`src/sv/trb_pkg.sv`:
```
// Shared types, constants and field layout for the triangle rasterizer.
// Used by trb_ram, trb_div and triangle_raster_zbuffer; depends on nothing.
package trb_pkg;

    // Channel and register field widths
    localparam int CFG_W      = 9;
    localparam int CFG_ADDR_W = 1;
    localparam int OP_W       = 2;
    localparam int COORD_W    = 16;
    localparam int VAL_W      = 32;
    localparam int INDEX_W    = 16;
    localparam int IN_DATA_W  = 240;
    localparam int OUT_DATA_W = 64;

    // Build defaults
    localparam int DEF_MAX_WIDTH  = 256;
    localparam int DEF_MAX_HEIGHT = 256;
    localparam int DEF_RAM_WIDTH  = 32;
    localparam int DEF_RAM_DEPTH  = 256;

    // Internal datapath widths
    localparam int CW          = 18;  // screen coordinate, Q.4, signed
    localparam int BW          = 15;  // pixel bounds and counters, signed
    localparam int EW          = 48;  // edge functions and area, Q.8, signed
    localparam int DIV_W       = 64;
    localparam int DIV_CNT_W   = 6;
    localparam int RECIP_W     = 48;  // inverse depth, Q.47
    localparam int WGT_W       = 17;  // barycentric weight, Q.16
    localparam int WGT_SHIFT   = 16;
    localparam int HALF_W      = RECIP_W / 2;
    localparam int PROD_W      = WGT_W + HALF_W;
    localparam int RECIP_SHIFT = 47;
    localparam int DEPTH_SHIFT = 63;
    localparam int SUBPIX      = 4;
    localparam int VERTS       = 3;
    localparam int DOT_STEPS   = 6;

    localparam logic [CFG_W-1:0] RESET_DIM = 9'd256;
    localparam logic [VAL_W-1:0] DEPTH_FAR = 32'hFFFF_FFFF;

    // Edge j runs from vertex EDGE_P[j] to EDGE_Q[j]: BC, CA, AB
    localparam int EDGE_P [VERTS] = '{1, 2, 0};
    localparam int EDGE_Q [VERTS] = '{2, 0, 1};

    typedef enum logic [CFG_ADDR_W-1:0] {
        REG_CANVAS_WIDTH  = 1'b0,
        REG_CANVAS_HEIGHT = 1'b1
    } cfg_reg_t;

    typedef enum logic [OP_W-1:0] {
        OP_CLEAR = 2'd0,
        OP_DRAW  = 2'd1,
        OP_READ  = 2'd2,
        OP_NOP   = 2'd3
    } opcode_t;

    typedef enum logic [4:0] {
        S_IDLE,
        S_CLEAR,
        S_RD_ADDR,
        S_RD_DATA,
        S_PROD,
        S_CROSS,
        S_EDGE,
        S_INV_GO,
        S_INV_RUN,
        S_PIX,
        S_WGT_GO,
        S_WGT_RUN,
        S_DOT,
        S_DEP_GO,
        S_DEP_RUN,
        S_CMP
    } state_t;

    typedef struct packed {
        logic             start;
        logic [DIV_W-1:0] num;
        logic [DIV_W-1:0] den;
    } div_req_t;

    typedef struct packed {
        logic             done;
        logic [DIV_W-1:0] quo;
    } div_rsp_t;

endpackage

```
`src/sv/trb_div.sv`:
```
// Radix-2 restoring divider, one quotient bit per cycle, 64-bit operands.
// Depends on trb_pkg for the request and response structs.
module trb_div (
    input  logic              clk,
    input  logic              rst_n,
    input  trb_pkg::div_req_t req,
    output trb_pkg::div_rsp_t rsp
);

    localparam int DW = trb_pkg::DIV_W;

    logic [DW-1:0]                 num_reg;
    logic [DW-1:0]                 den_reg;
    logic [DW-1:0]                 rem_reg;
    logic [DW-1:0]                 quo_reg;
    logic [trb_pkg::DIV_CNT_W-1:0] cnt_reg;
    logic                          busy_reg;
    logic                          done_reg;
    logic [DW:0]                   shifted;
    logic [DW:0]                   diff;
    logic                          ge;

    // Shift in the next dividend bit and trial-subtract
    assign shifted = {rem_reg, num_reg[DW-1]};
    assign diff    = shifted - {1'b0, den_reg};
    assign ge      = shifted >= {1'b0, den_reg};

    // Iteration control
    always_ff @(posedge clk or negedge rst_n)
    begin
        if (!rst_n)
        begin
            busy_reg <= 1'b0;
            done_reg <= 1'b0;
            cnt_reg  <= '0;
        end
        else
        begin
            done_reg <= 1'b0;
            if (req.start)
            begin
                busy_reg <= 1'b1;
                cnt_reg  <= '0;
            end
            else if (busy_reg)
            begin
                cnt_reg <= cnt_reg + 1'b1;
                if (cnt_reg == '1)
                begin
                    busy_reg <= 1'b0;
                    done_reg <= 1'b1;
                end
            end
        end
    end

    // Operand and partial result registers
    always_ff @(posedge clk)
    begin
        if (req.start)
        begin
            num_reg <= req.num;
            den_reg <= req.den;
            rem_reg <= '0;
            quo_reg <= '0;
        end
        else if (busy_reg)
        begin
            num_reg <= {num_reg[DW-2:0], 1'b0};
            rem_reg <= ge ? diff[DW-1:0] : shifted[DW-1:0];
            quo_reg <= {quo_reg[DW-2:0], ge};
        end
    end

    assign rsp.done = done_reg;
    assign rsp.quo  = quo_reg;

endmodule

```
`config.mk`:
```
export PLATFORM = sky130hd
export DESIGN_NAME = trb_div
export DESIGN_NICKNAME = d
export VERILOG_FILES = /design/src/sv/trb_pkg.sv /design/src/sv/trb_div.sv
export SDC_FILE = /design/constraint.sdc
export NUM_CORES = 1
export LEC_CHECK = 0
export ABC_AREA = 1
export BUFFER_PORTS_ARGS = -buffer_cell sky130_fd_sc_hd__buf_4
export CAP_MARGIN = 20
export CORE_UTILIZATION = 35
export CTS_CLUSTER_DIAMETER = 100
export CTS_CLUSTER_SIZE = 24
export DETAILED_ROUTE_END_ITERATION = 7
export PLACE_DENSITY = 0.64
export SYNTH_ARGS = -nofsm -noshare
export SYNTH_HDL_FRONTEND = slang
export SYNTH_SLANG_ARGS = --single-unit
```
`constraint.sdc`:
```
create_clock -name clk -period 3 [get_ports clk]
set_input_delay 0.15 -clock clk [delete_from_list [all_inputs] [get_ports clk]]
set_output_delay 0.15 -clock clk [all_outputs]
set_load 0.05 [all_outputs]
```
# [Word-level counts from Yosys, hierarchy flattened]
# Index checks and enable logic that the tools add are counted.
[classes] n_addsub=2 magnitude_cmp=1 n_eq_ne=1 mux=11 n_reduce_logical=1
[op_table] op="two-way mux 64 bit" count=3
[op_table] op=">= comparator 65 x 64 -> 1 bit" count=1
[op_table] op="subtractor 64 bit" count=1
[op_table] op="two-way mux 6 bit" count=2
[op_table] op="adder 6 x 1 -> 6 bit, second input constant" count=1
[op_table] op="equality test 6 bit, second input constant" count=1
[op_table] op="two-way mux 1 bit" count=6
[op_table] op="nonzero test 2 bit" count=1
[totals] regBits=264 input_bits=131 out_inout_bits=65 wordCells=23

# [Depth between registers and ports, before layout]
[logic_depth] depth_word=4 depth_mapped=20

# [Least setup slack after synthesis]
# Ideal clock, no wire load.
[synth_timing] path_type="register to register" startpoint="reg busy_reg" endpoint="reg num_reg[0] (enable)" setup_time_ps=454 arrival_ps=2662 required_time_ps=2546 setup_slack_ps=-116 path_stages_with_launch=5 cell_sequence="dfrtp_1 > clkbuf_1 > nor2_1 > inv_1 > clkbuf_1"
[synth_between] elab_chain_len=1
[synth_lines] item="from (decl)" line="trb_div.sv:17" source="logic busy_reg;"
[synth_lines] item="from (signal assigned)" line="trb_div.sv:33" source="busy_reg <= 1'b0;"
[synth_lines] item="from (signal assigned)" line="trb_div.sv:42" source="busy_reg <= 1'b1;"
[synth_lines] item="from (signal assigned)" line="trb_div.sv:50" source="busy_reg <= 1'b0;"
[synth_lines] item="nonzero test 2 bit (no source line)"
[synth_lines] item="to (signal assigned)" line="trb_div.sv:62" source="num_reg <= req.num;"
[synth_lines] item="to (signal assigned)" line="trb_div.sv:69" source="num_reg <= {num_reg[DW-2:0], 1'b0};"
[synth_lines] item="to (decl)" line="trb_div.sv:12" source="logic [DW-1:0] num_reg;"
# Every way passes these cells.
# A chain may end at the register's enable or synchronous reset.

# [Final worst setup path]
[layout_timing] startpoint="reg den_reg[8]" endpoint="reg rem_reg[11]"
[layout_between] elab_chain_len=2
[layout_lines] item="from (decl)" line="trb_div.sv:13" source="logic [DW-1:0] den_reg;"
[layout_lines] item="from (signal assigned)" line="trb_div.sv:63" source="den_reg <= req.den;"
[layout_lines] item="subtractor 64 bit / >= comparator 65 x 64 -> 1 bit (equally long branches)" line="trb_div.sv:25, trb_div.sv:26"
[layout_lines] item="two-way mux 64 bit (*)" line="trb_div.sv:70" source="rem_reg <= ge ? diff[DW-1:0] : shifted[DW-1:0];"
[layout_lines] item="to (signal assigned)" line="trb_div.sv:70"
[layout_lines] item="to (decl)" line="trb_div.sv:14" source="logic [DW-1:0] rem_reg;"
# Every way passes the cells marked *; elsewhere a longest branch is shown, timed or not.

==> key figures <==
Outcome
  – Status: completed

Critical path
  – Worst r2r path cells: 16
  – CP max FO: 47
  – Critical path class: flop to flop
  – Worst Setup Start Kind: flop
  – WP data required: 3.42 ns
  – Crit path arrival time: around 3.2 ns
  – Worst Setup End Kind: flop

Final layout
  – # fillers: 4504
  – Diode count: 0
  – Fraction of layout cells with a size suffix above 1: 11.9%
  – Nets: between 2000 and 3000
  – Area Overhead vs Synth: 25.3%

STA
  – Setup TNS: 0 ns
  – RSZ-0062 raised after global routing: no
  – Clock Skew: roughly 0.020 ns
  – Final setup violation count: 0
  – Worst-margin pin slew: approximately 0.90 ns
  – Period utilization: roughly 93%
  – Final slew viol count: 0
  – Max Freq: between 0.3 and 0.4 GHz
  – Final min period: between 2 and 3 ns
  – Max-slew headroom: about 40%
  – Count of final hold-check violations: 0

Logic synthesis
  – Post-synth EDFFs: 128
  – Area leader, netlist: edfxtp_1
  – Post-Synthesis Cells: roughly 2100
  – Avg Inst Size Synth: around 7 um2
  – Synth Cell Area: 15400 um2
  – Distinct cells, synth: between 40 and 50
  – Commonest cells post-synth: nand2_1, inv_1, nor2_1
  – Yosys warns: 0
  – Count leader, synth: nand2_1
  – Seq cells post-synth: ~260
  – Fraction of the yosys area taken by sequential cells: between 40% and 50%
  – Top post-synthesis cells by area: edfxtp_1, nand2_1, dfxtp_1
  – Synth top area share: between 20% and 30%
  – Synth Net Count: 2343
  – Async S/R FF share, synth: 3.03%
  – Ys flop type: edfxtp_1

Detailed routing
  – Initial DRC Count: 1073
  – DR WL/cell: between 15 and 20 um
  – Vias: between 10000 and 15000
  – Number of remaining DRC errors: 0
  – Via density: between 4 and 5
  – Final wirelength: ~49 mm
  – First-pass detailed-route iteration total: 5
  – Final ANT Viol Nets: 0

Power
  – Max IR drop VDD: between 400 and 500 uV
  – PwrDens: approximately 740 nW/um2
  – Power Total: between 10000 and 15000 uW
  – P_leak: between 0.009 and 0.01 uW

CTS
  – Max Root-Sink Buffers: 3
  – TritonCTS clock tree: done
  – Clk sinks: roughly 260
  – CTS Buf Count: 15
  – Clk root buf: clkbuf_16
  – Clk_lat worst skew: around 0.53 ns
  – CTS HTree Levels: 1
  – CTS clk-pin slew, worst paths: 0.09 ns

GRT
  – Final global-route overflow total: 0
  – Gr usage total: 21.7%
  – Initial antenna violation count: 1
  – Largest net degree at the start of global routing: 88
  – First-pass GRT wire length: about 76 mm
  – Vias in the first global route: 14200

Die
  – Die area: about 45000 um2
  – Starting Density: 35.6%
  – Row Count: 76
  – Die Span X: approximately 210 um
  – I/O pins: about 200
  – Core area: 43200 um2
  – Chip height: between 200 and 250 um

Placement
  – Post-DP HPWL: ~37 mm
  – Number of port buffers: 195
  – Gp weighted congestion: a little under 1

Hold path
  – Hold Path Class: primary input to flop
  – Worst hold path cell count: 3

Flow run
  – Max Cap Violations: 0
-- metrics by stage --
step	std cells	utilization [%]	worst slack, ns	instance area [um2]	hold slack, ns
2_1_floorplan	2146	-	0.855	15400	-0.146
3_3_place_gp	2894	40.5	0.188	17500	-0.0265
3_5_place_dp	2894	40.5	0.243	17500	-0.0229
4_1_cts	3049	44.6	0.225	19200	0.0647
5_1_grt	3049	44.6	0.0268	19200	0.0753
6_report	3049	44.6	0.223	19200	0.100
-- routing by layer --
metal | routed length (um) | vias up | global-route usage, %
met5 | 0 | - | 0
met2 | 22100 | 380 | 35.9
met3 | 2950 | 55 | 4.01
li1 | - | 7415 | -
met1 | 22400 | 6678 | 29.0
met4 | 1270 | 0 | 6.05
-- critical path, stage by stage (launching register included) --
cell and delay (ns):
edfxtp_1 0.34, inv_1 0.05, ha_1 0.37, nand2_1 0.15, nor2_2 0.26, inv_2 0.05
nor2_2 0.19, nand2_1 0.13, nor2_1 0.13, nand2_1 0.08, nand3_2 0.07, nor2_2 0.05
nand2_4 0.24, buf_12 0.26, a21oi_1 0.10, o21ai_1 0.11, nand2_1 0.06
-- power by group --
part           internal, uW  total, uW  switching [uW]  leakage [uW]
logic                  2520       7290            4760       0.00662
clock network           985       2250            1260      0.000215
registers              4350       4730             377       0.00248
-- cells by family after synthesis --
group | synth area share, %
adder cells (fa/ha/maj) | 5.42
XOR/XNOR | 1.88
flip-flops | 43.0
buffers and inverters | 10.6
AO/OA/AOI/OAI | 9.68
AND/OR/NAND/NOR | 29.4
-- area by class of cell --
type	instances	area (um2)	area share, %
Clock inverter	4	37.5	0.195
Timing Repair Buffer	350	2990	15.5
Multi-Input combinational cell	1473	7140	37.1
Tap cell	585	732	3.80
Clock buffer	22	412	2.14
Sequential cell	264	6610	34.3
Inverter	351	1320	6.86
-- what timing repair did --
item,4_1_cts,5_1_grt
hold endpoints to repair,135,0
endpoints found under the setup margin,0,1
gates resized for setup,0,1
buffers inserted,0,0
hold buffers,129,0
-- worst paths after layout --
| check | start | slack [ns] | end |
|---|---|---|---|
| min in group asynchronous | rst_n | 0.61 | cnt_reg[3]$_DFFE_PN0P_ |
| setup / recovery | den_reg[8]$_DFFE_PP_ | 0.22 | rem_reg[11]$_SDFFE_PP0P_ |
| max in group asynchronous | rst_n | 2.12 | cnt_reg[4]$_DFFE_PN0P_ |
| hold / removal | req[127] | 0.10 | num_reg[63]$_DFFE_PP_ |
| setup reg to reg | den_reg[8]$_DFFE_PP_ | 0.22 | rem_reg[11]$_SDFFE_PP0P_ |
| hold reg to reg | rem_reg[3]$_SDFFE_PP0P_ | 0.47 | rem_reg[3]$_SDFFE_PP0P_ |
-- cells in the final DEF (no fill, tap or decap), drive strengths merged --
cell,instances
a21o,3
a21oi,94
a22o,1
a31oi,2
and2,1
buf,221
clkbuf,22
clkinv,3
clkinvlp,1
dfrtp,8
dfxtp,128
dlygate4sd3,129
edfxtp,128
fa,1
ha,65
inv,351
nand2,758
nand2b,1
nand3,90
nand3b,7
nand4,29
nor2,204
nor3,12
nor4,3
o211ai,10
o21a,2
o21ai,73
o21bai,16
o22ai,61
or2,7
xnor2,29
xor2,4
Note: power is estimated with default switching activity, not from simulation.
